--- src/rtl/core/snad_pkg.sv ---
// Shared types, constants and helper functions of the nested allpass diffuser.
// Used by snad_lane, snad_ctrl and the top level; depends on nothing.
`timescale 1ns / 1ps

package snad_pkg;

  localparam int OUTER_LINE_DEPTH  = 2048;
  localparam int MIDDLE_LINE_DEPTH = 1024;
  localparam int INNER_LINE_DEPTH  = 512;

  localparam int SAMPLE_W = 24;
  localparam int GAIN_W   = 16;
  localparam int PROD_W   = SAMPLE_W + GAIN_W;
  localparam int MULT_W   = PROD_W - 15;
  localparam int SUM_W    = SAMPLE_W + 2;

  localparam int OUTER_DELAY_W  = 11;
  localparam int MIDDLE_DELAY_W = 10;
  localparam int INNER_DELAY_W  = 9;
  localparam int CFG_IDX_W      = 3;
  localparam int CFG_DATA_W     = 16;

  localparam logic [OUTER_DELAY_W-1:0]  OUTER_DELAY_RST  = 11'd1024;
  localparam logic [MIDDLE_DELAY_W-1:0] MIDDLE_DELAY_RST = 10'd359;
  localparam logic [INNER_DELAY_W-1:0]  INNER_DELAY_RST  = 9'd127;
  localparam logic signed [GAIN_W-1:0]  GAIN_RST         = 16'sd6554;

  localparam logic signed [PROD_W-1:0]  ROUND_HALF = 40'sd16384;

  localparam logic [2:0] LAST_STEP = 3'd5;

  typedef enum logic [CFG_IDX_W-1:0] {
    REG_OUTER_DELAY     = 3'd0,
    REG_MIDDLE_DELAY    = 3'd1,
    REG_INNER_DELAY     = 3'd2,
    REG_OUTER_GAIN      = 3'd3,
    REG_MIDDLE_GAIN     = 3'd4,
    REG_INNER_GAIN      = 3'd5,
    REG_OUTER_PRE_NEST  = 3'd6,
    REG_MIDDLE_PRE_NEST = 3'd7
  } cfg_reg_t;

  // A: v = x - g*d, B: y = d + g*v
  typedef enum logic [2:0] {
    OP_INNER_A,
    OP_INNER_B,
    OP_MIDDLE_A,
    OP_MIDDLE_B,
    OP_OUTER_A,
    OP_OUTER_B
  } op_t;

  typedef enum logic [2:0] {
    S_CLEAR,
    S_IDLE,
    S_LOAD,
    S_MUL,
    S_ADD,
    S_WRITE,
    S_DONE
  } state_t;

  typedef struct packed {
    logic rd;
    logic load;
    logic mul;
    logic add;
    logic wr_outer;
    logic wr_middle;
    logic wr_inner;
    logic clr;
    op_t  op;
  } lane_ctrl_t;

  // Order of the six multiply/add steps for the nesting mode.
  function automatic op_t op_at(input logic [2:0] step, input logic opre,
                                input logic mpre);
    logic [2:0] k;
    op_t mid;
    op_t r;
    k = opre ? (step - 3'd1) : step;
    case (k[1:0])
      2'd0:    mid = mpre ? OP_MIDDLE_A : OP_INNER_A;
      2'd1:    mid = mpre ? OP_INNER_A  : OP_INNER_B;
      2'd2:    mid = mpre ? OP_INNER_B  : OP_MIDDLE_A;
      default: mid = OP_MIDDLE_B;
    endcase
    if (step == LAST_STEP) begin
      r = OP_OUTER_B;
    end else if (opre) begin
      r = (step == 3'd0) ? OP_OUTER_A : mid;
    end else begin
      r = (step == (LAST_STEP - 3'd1)) ? OP_OUTER_A : mid;
    end
    return r;
  endfunction

  function automatic logic signed [SAMPLE_W-1:0] sat24(input logic signed [SUM_W-1:0] v);
    logic signed [SAMPLE_W-1:0] r;
    if (!v[SUM_W-1] && (v[SUM_W-2] || v[SUM_W-3])) begin
      r = {1'b0, {(SAMPLE_W-1){1'b1}}};
    end else if (v[SUM_W-1] && !(v[SUM_W-2] && v[SUM_W-3])) begin
      r = {1'b1, {(SAMPLE_W-1){1'b0}}};
    end else begin
      r = v[SAMPLE_W-1:0];
    end
    return r;
  endfunction

endpackage

--- src/rtl/core/snad_ctrl.sv ---
// Sequencer shared by both lanes: clearing pass, step order, delay-line
// read/write positions and the item handshake. Depends on snad_pkg.
`timescale 1ns / 1ps

module snad_ctrl #(
  parameter int OUTER_LINE_DEPTH  = snad_pkg::OUTER_LINE_DEPTH,
  parameter int MIDDLE_LINE_DEPTH = snad_pkg::MIDDLE_LINE_DEPTH,
  parameter int INNER_LINE_DEPTH  = snad_pkg::INNER_LINE_DEPTH,
  localparam int OAW = $clog2(OUTER_LINE_DEPTH),
  localparam int MAW = $clog2(MIDDLE_LINE_DEPTH),
  localparam int IAW = $clog2(INNER_LINE_DEPTH)
) (
  input  logic                                clk,
  input  logic                                rst,
  input  logic                                in_valid,
  input  logic                                slot_free,
  input  logic [snad_pkg::OUTER_DELAY_W-1:0]  outer_delay,
  input  logic [snad_pkg::MIDDLE_DELAY_W-1:0] middle_delay,
  input  logic [snad_pkg::INNER_DELAY_W-1:0]  inner_delay,
  input  logic                                outer_pre_nest,
  input  logic                                middle_pre_nest,
  output logic                                busy,
  output logic                                out_load,
  output snad_pkg::lane_ctrl_t                ctrl,
  output logic [OAW-1:0]                      outer_raddr,
  output logic [MAW-1:0]                      middle_raddr,
  output logic [IAW-1:0]                      inner_raddr,
  output logic [OAW-1:0]                      outer_waddr,
  output logic [MAW-1:0]                      middle_waddr,
  output logic [IAW-1:0]                      inner_waddr
);

  localparam int CLR_DEPTH =
    (OUTER_LINE_DEPTH > MIDDLE_LINE_DEPTH)
      ? ((OUTER_LINE_DEPTH > INNER_LINE_DEPTH) ? OUTER_LINE_DEPTH : INNER_LINE_DEPTH)
      : ((MIDDLE_LINE_DEPTH > INNER_LINE_DEPTH) ? MIDDLE_LINE_DEPTH : INNER_LINE_DEPTH);
  localparam int CW = $clog2(CLR_DEPTH);

  snad_pkg::state_t state, state_next;
  logic [2:0]     step;
  logic [CW-1:0]  clr_cnt;
  logic [OAW-1:0] pos_o, eff_o;
  logic [MAW-1:0] pos_m, eff_m;
  logic [IAW-1:0] pos_i, eff_i;
  logic [31:0]    ext_o, ext_m, ext_i;
  logic           clr_o, clr_m, clr_i;

  // Effective delays: register value clamped to depth-1
  always_comb begin
    ext_o = 32'(outer_delay);
    ext_m = 32'(middle_delay);
    ext_i = 32'(inner_delay);
    eff_o = (ext_o < 32'(OUTER_LINE_DEPTH))  ? ext_o[OAW-1:0] : OAW'(OUTER_LINE_DEPTH - 1);
    eff_m = (ext_m < 32'(MIDDLE_LINE_DEPTH)) ? ext_m[MAW-1:0] : MAW'(MIDDLE_LINE_DEPTH - 1);
    eff_i = (ext_i < 32'(INNER_LINE_DEPTH))  ? ext_i[IAW-1:0] : IAW'(INNER_LINE_DEPTH - 1);
    clr_o = 32'(clr_cnt) < 32'(OUTER_LINE_DEPTH);
    clr_m = 32'(clr_cnt) < 32'(MIDDLE_LINE_DEPTH);
    clr_i = 32'(clr_cnt) < 32'(INNER_LINE_DEPTH);
  end

  always_comb begin
    state_next = state;
    unique case (state)
      snad_pkg::S_CLEAR: begin
        if (clr_cnt == CW'(CLR_DEPTH - 1)) begin
          state_next = snad_pkg::S_IDLE;
        end
      end
      snad_pkg::S_IDLE: begin
        if (in_valid) begin
          state_next = snad_pkg::S_LOAD;
        end
      end
      snad_pkg::S_LOAD:  state_next = snad_pkg::S_MUL;
      snad_pkg::S_MUL:   state_next = snad_pkg::S_ADD;
      snad_pkg::S_ADD: begin
        state_next = (step == snad_pkg::LAST_STEP) ? snad_pkg::S_WRITE : snad_pkg::S_MUL;
      end
      snad_pkg::S_WRITE: state_next = snad_pkg::S_DONE;
      snad_pkg::S_DONE: begin
        if (slot_free) begin
          state_next = snad_pkg::S_IDLE;
        end
      end
      default: state_next = snad_pkg::S_CLEAR;
    endcase
  end

  always_comb begin
    busy           = (state != snad_pkg::S_IDLE);
    out_load       = (state == snad_pkg::S_DONE) && slot_free;
    ctrl.rd        = (state == snad_pkg::S_IDLE) && in_valid;
    ctrl.load      = (state == snad_pkg::S_LOAD);
    ctrl.mul       = (state == snad_pkg::S_MUL);
    ctrl.add       = (state == snad_pkg::S_ADD);
    ctrl.clr       = (state == snad_pkg::S_CLEAR);
    ctrl.op        = snad_pkg::op_at(step, outer_pre_nest, middle_pre_nest);
    ctrl.wr_outer  = ctrl.clr ? clr_o : (state == snad_pkg::S_WRITE);
    ctrl.wr_middle = ctrl.clr ? clr_m : (state == snad_pkg::S_WRITE);
    ctrl.wr_inner  = ctrl.clr ? clr_i : (state == snad_pkg::S_WRITE);
    outer_raddr    = pos_o;
    middle_raddr   = pos_m;
    inner_raddr    = pos_i;
    if (ctrl.clr) begin
      outer_waddr  = clr_cnt[OAW-1:0];
      middle_waddr = clr_cnt[MAW-1:0];
      inner_waddr  = clr_cnt[IAW-1:0];
    end else begin
      // write one entry behind the read position, wrapping to the delay
      outer_waddr  = (pos_o == '0) ? eff_o : pos_o - 1'b1;
      middle_waddr = (pos_m == '0) ? eff_m : pos_m - 1'b1;
      inner_waddr  = (pos_i == '0) ? eff_i : pos_i - 1'b1;
    end
  end

  always_ff @(posedge clk) begin
    if (rst) begin
      state   <= snad_pkg::S_CLEAR;
      step    <= '0;
      clr_cnt <= '0;
      pos_o   <= '0;
      pos_m   <= '0;
      pos_i   <= '0;
    end else begin
      state <= state_next;
      if (state == snad_pkg::S_CLEAR) begin
        clr_cnt <= clr_cnt + 1'b1;
      end
      if (state == snad_pkg::S_LOAD) begin
        step <= '0;
      end else if (state == snad_pkg::S_ADD) begin
        step <= step + 3'd1;
      end
      if (state == snad_pkg::S_WRITE) begin
        pos_o <= (pos_o >= eff_o) ? '0 : pos_o + 1'b1;
        pos_m <= (pos_m >= eff_m) ? '0 : pos_m + 1'b1;
        pos_i <= (pos_i >= eff_i) ? '0 : pos_i + 1'b1;
      end
    end
  end

endmodule

--- config.mk ---
export PLATFORM = sky130hd
export DESIGN_NAME = snad_ctrl
export DESIGN_NICKNAME = d
export VERILOG_FILES = /design/src/rtl/core/snad_pkg.sv /design/src/rtl/core/snad_ctrl.sv
export SDC_FILE = /design/constraint.sdc
export NUM_CORES = 1
export LEC_CHECK = 0
export BUFFER_PORTS_ARGS = -buffer_cell sky130_fd_sc_hd__buf_2
export CAP_MARGIN = 20
export CORE_MARGIN = 8
export CORE_UTILIZATION = 35
export CTS_BUF_LIST = sky130_fd_sc_hd__clkbuf_16
export CTS_CLUSTER_SIZE = 8
export DETAILED_ROUTE_END_ITERATION = 8
export PLACE_DENSITY = 0.62
export SLEW_MARGIN = 0
export SYNTH_ARGS = -nofsm -noshare
export SYNTH_HDL_FRONTEND = slang
export SYNTH_SLANG_ARGS = --single-unit
--- constraint.sdc ---
create_clock -name clk -period 1.82 [get_ports clk]
set_input_delay 0.182 -clock clk [delete_from_list [all_inputs] [get_ports clk]]
set_output_delay 0.182 -clock clk [all_outputs]
set_load 0.01 [all_outputs]
Word level (Yosys, flattened, before mapping)
Cells that the tools add are included.
W data, S select, Z words.

operators by class
  add/sub/neg operators = 9
  reduce and logical (&&, ||, !) cells = 10
  muxes and demuxes = 26
  eq/ne operators = 15
  magnitude comparators = 5

operators by type and width
  cell                     count
  $mux W11                 3
  $mux W10                 3
  $mux W9                  3
  $mux W3                  8
  $add A11 B1 Y11 const B  2
  $pmux W3 S7              1
  $eq A3 B3 Y1 const B     5
  $eq A11 B11 Y1 const B   1
  $ge A11 B11 Y1           1
  $logic_not A11 Y1        1
  $lt A11 B10 Y1 const B   1
  $lt A11 B11 Y1 const B   1
  $sub A11 B1 Y11 const B  1
  $add A10 B1 Y10 const B  1
  $ge A10 B10 Y1           1
  $logic_not A10 Y1        1
  $sub A10 B1 Y10 const B  1
  $add A9 B1 Y9 const B    1
  $ge A9 B9 Y1             1
  $logic_not A9 Y1         1
  $sub A9 B1 Y9 const B    1
  $eq A3 B2 Y1 const B     2
  $logic_not A3 Y1         2
  $mux W2                  3
  14 further kinds         19

word-level totals
  register bits after elaboration = 47
  output and inout port bits = 73
  bits of input ports = 36
  logic and storage cells = 71

Logic depth before layout (Yosys ltp)
  word-level depth = 7
  mapped depth = 8
  depth with buffers taken out = 7

Worst setup path before layout
OpenSTA, ideal clock, no wires.

  path type = register -> output
  start point = reg pos_m[0] (netlist: middle_raddr[0])
  end point = out middle_waddr[1]
  buffers on the path = 1
  arrival time = 1.904 ns
  slack = -0.266 ns
  stages on the path, launching flop included = 9
  cells stage by stage = dfxtp_1 -> inv_1 -> ha_1 -> nor4b_1 -> nand3b_1 -> buf_2 -> nand2_1 -> o21ai_1 -> o21ai_0

on the way
  word-level cells in the longest chain between the ends = 3
  elaborated cells on any way between the ends = 4
  those cells by class = 1 x add/sub; 2 x mux; 1 x reduce/logical

ends and longest elaborated chain
  element                                               RTL line          source
  start: declaration                                    snad_ctrl.sv:43   logic [MAW-1:0] pos_m, eff_m;
  start signal: assignment                              snad_ctrl.sv:136  pos_m <= (pos_m >= eff_m) ? '0 : pos_m + 1'b1;
  $sub A10 B1 Y10 or $logic_not A10 Y1 (tied branches)  snad_ctrl.sv:111  middle_waddr = (pos_m == '0) ? eff_m : pos_m - 1'b1;
  $mux W10 (*)                                          snad_ctrl.sv:111
  $mux W10 (*)                                          snad_ctrl.sv:104  if (ctrl.clr) begin
  end: declaration                                      snad_ctrl.sv:29   output logic [MAW-1:0] middle_waddr,

Every way passes the cells marked *; elsewhere a longest branch is shown, timed or not.

Worst setup path after layout
  start point = reg pos_i[3] (netlist: inner_raddr[3])
  end point = out inner_waddr[8]

on the way
  word-level cells in the longest chain between the ends = 3
  elaborated cells on any way between the ends = 4
  those cells by class = 1 x add/sub; 2 x mux; 1 x reduce/logical

ends and longest elaborated chain
  element                                            RTL line          source
  start: declaration                                 snad_ctrl.sv:44   logic [IAW-1:0] pos_i, eff_i;
  start signal: assignment                           snad_ctrl.sv:137  pos_i <= (pos_i >= eff_i) ? '0 : pos_i + 1'b1;
  $sub A9 B1 Y9 or $logic_not A9 Y1 (tied branches)  snad_ctrl.sv:112  inner_waddr = (pos_i == '0) ? eff_i : pos_i - 1'b1;
  $mux W9 (*)                                        snad_ctrl.sv:112
  $mux W9 (*)                                        snad_ctrl.sv:104
  end: declaration                                   snad_ctrl.sv:30   output logic [IAW-1:0] inner_waddr

Marks and branches as above.

==> results.md <==
* Most common flop cell mapped by yosys: dfxtp_1
* HPWL Detailed at between 10000 and 15000 µm
* Worst Path Arrival at 1.95 ns
* Vias in the first global route at 4836
* Total Wirelength at 15500 µm
* Failing checks: negative setup slack
* Placed cell count at 870
* Yosys Warn Count at 0
* GPL Wtd Cong at 0.909
* Critical path launch point type: flip-flop
* # H-tree levels at 2
* Synth Instances at 573
* Post-synth EDFFs at 0
* Skew final at 0.00553 ns
* CTS tree: yes
* CTS max path bufs at 2
* RSZ-0062 raised after global routing: yes
* Root buffer cell: clkbuf_16
* Clock Sinks at 47
* # diodes at 0
* Slew Viols, Final at 0
* First-pass GRT wire length at 24400 µm
* Tcrit/Tclk final at 117%
* Synth unique cells at 58
* Starting Density at 35.4%
* Syn_nets at about 650
* Gr usage total at 18.5%
* CP endpoint kind: primary output
* Final min period at 2.13 ns
* Area grow syn2layout at 49.9%
* Outcome: complete, but fails checks
* Synth Area per Inst at ~7.3 µm²
* Critical-path cell list: nor4_4, buf_4, or2b_1, nor2_1, mux2i_1, o21ai_1, buf_2
* Ys async rst share at 0%
* First DRT Iteration DRCs at 227
* Detailed-route via count at 4810
* Port buffer count at 108
* Required time of the critical path at 1.64 ns
* Die W at about 130 µm
* Crit Path Class: reg2out
* CTS buffer count at 5
* Setup ws final at -0.309 ns
* Static Leak at 2.98 nW
* Final ANT Viol Nets at 0
* Design Area, Final at 0.00630 mm²
* Area after DPL at 0.00542 mm²
* Vias/cell at roughly 5.4
* Nets@finish at between 800 and 900
* GR Overflow Total at 0
* Mapped Area at between 0.004 and 0.005 mm²
* CP max stage cell: dfxtp_2
* Drt pass-1 iters at 4
* Total core area at 0.0119 mm²
* Register bit total from synthesis at 47
* Total die area at 0.0158 mm²
* Max Cap Violations at 0
* Wirelength per Cell at 17.3 µm
* Layout cells sized above 1 at 45.2%
* Max_slew headroom at around two thirds
* Worst Tran Pin Value at ~0.49 ns
* F_max at 470 MHz
* Largest fanout on the critical path at 3
* Final hold viol count at 0
* Post-route insts no fill at 895
* Worst IR Drop VDD at 0.572 mV
* Pre-CTS WS at -0.0565 ns
* Fillers at 1105
* DRC violations left at 0
* FP Rows at 40
* Largest net degree at the start of global routing at 23
* Clk slew on worst S/H paths at 0.07 ns
* Seq/Total Area, Yosys at 22.4%
* Worst hold-check path type: in2reg
* Power density cells at 662 mW/mm²
* Top-level port count at 109
* Antenna violations before repair at 0
* Setup violators final at 31
* Clock Latency Late Sink at 0.29 ns
* Die height at between 100 and 150 µm
* CP peak stage delay at 0.34 ns
cell usage in the layout (no fill, tap or decap), drive strengths merged, types with 2 or more instances in the layout:
cell type	netlist	layout
a211oi	14	14
a21o	4	4
a21oi	33	33
a31oi	6	6
a41oi	2	2
and2	2	2
and3	4	4
and3b	2	2
and4	5	5
buf	15	202
clkbuf	21	5
clkinv	1	3
dfxtp	47	47
ha	40	40
inv	42	42
mux2i	4	4
nand2	68	68
nand2b	9	9
nand3	17	17
nand3b	3	3
nand4	14	14
nor2	47	47
nor2b	11	11
nor3	23	23
nor3b	2	2
nor4	5	5
o2111ai	6	6
o211ai	8	8
o21ai	44	44
o221ai	3	3
o22ai	2	2
o31ai	6	6
or3	4	4
or4b	1	2
xnor2	23	23
xor2	22	22
layout make-up:
cell class | instances | area [µm²] | share of cell area (%)
Clock buffer | 5 | 125 | 1.99
Timing Repair Buffer | 202 | 1300 | 20.7
Clock inverter | 3 | 43.8 | 0.695
Inverter | 43 | 176 | 2.80
Multi-Input combinational cell | 448 | 3490 | 55.4
Tap cell | 147 | 184 | 2.92
Sequential cell | 47 | 978 | 15.5
through the flow:
| stage | hold WS, ns | power (mW) | utilization [%] | TNS (ns) |
|---|---|---|---|---|
| after floorplan | 0.389 | 2.13 | - | -0.0261 |
| after global placement | 0.474 | 2.77 | 45.7 | 0 |
| after detailed placement | 0.475 | 2.80 | 45.7 | -0.454 |
| after CTS | 0.223 | 4.07 | 49.9 | -5.57 |
| after global routing | 0.271 | 4.40 | 53.1 | -8.97 |
| final | 0.230 | 4.17 | 53.1 | -5.98 |
path summary, 6_finish.rpt:
path,from,endpoint,slack [ns],cells after the start
max reg2reg,middle_raddr[6],middle_raddr[9],-0.02,7
min,slot_free,state[1],0.23,4
max,inner_raddr[3],inner_waddr[8],-0.31,7
min reg2reg,clr_cnt[1],clr_cnt[1],0.52,2
routing by layer:
metal | share of wire, % | GRT usage [%]
met2 | 49 | 32.4
met3 | 5.4 | 3.61
met5 | 0 | 0
met1 | 44 | 22.7
met4 | 1.5 | 4.44
flip-flops by register name, summed over array words and instances (netlist names):
name	flops
outer_raddr	11
inner_raddr	9
state	3
middle_raddr	10
step	3
clr_cnt	11
kinds of logic (layout without fill, tap and decap cells):
kind of cell,after synthesis,after routing,share of synthesized area (%)
xor gates and xnor gates,45,45,9.37
AOI/OAI and AO/OA,136,136,20.4
buffers and inverters,79,253,8.27
and+or+nand+nor,222,223,26.7
muxes,4,4,0.952
DFF,47,47,22.4
adders and majority gates,40,40,11.9
critical path, delay by kind of cell, from the launching register on:
family,cells,cell delay (ns)
AOI/OAI and AO/OA,1,0.09
buffers and inverters,2,0.33
DFF,1,0.34
muxes,1,0.20
and+or+nand+nor,3,0.71
timing repair:
item / 4_1_cts / 5_1_grt
gates cloned: 2 / 0
setup buffers: 9 / 11
pin swaps: 30 / 33
setup endpoints to repair: 48 / 64
resized for setup: 91 / 72
hold endpoints to repair: 0 / 0
hold buffers: 0 / 0
cells in the mapped netlist (all sizes together), types with 2 or more instances:
cell | count | area share [%]
nand2 | 68 | 6.1
dfxtp | 47 | 22
nor2 | 47 | 4.2
o21ai | 44 | 5.2
inv | 42 | 3.7
ha | 40 | 12
a21oi | 33 | 4.0
nor3 | 23 | 2.9
xnor2 | 23 | 4.8
xor2 | 22 | 4.6
clkbuf | 21 | 1.9
nand3 | 17 | 2.0
buf | 15 | 2.4
a211oi | 14 | 2.5
nand4 | 14 | 2.4
nor2b | 11 | 1.6
nand2b | 9 | 1.3
o211ai | 8 | 1.4
a31oi | 6 | 1.0
o2111ai | 6 | 1.2
o31ai | 6 | 1.1
and4 | 5 | 1.0
nor4 | 5 | 1.0
a21o | 4 | 0.71
and3 | 4 | 0.60
mux2i | 4 | 0.95
or3 | 4 | 0.71
nand3b | 3 | 0.54
o221ai | 3 | 0.63
a41oi | 2 | 0.42
and2 | 2 | 0.30
and3b | 2 | 0.42
nor3b | 2 | 0.36
o22ai | 2 | 0.30
where the power goes:
group / switching (mW) / leakage (nW) / internal, mW
clock network: 0.422 / 0.0838 / 0.649
registers: 0.0659 / 0.391 / 1.07
logic: 1.10 / 2.50 / 0.864
Note: power is estimated with default switching activity, not from simulation.
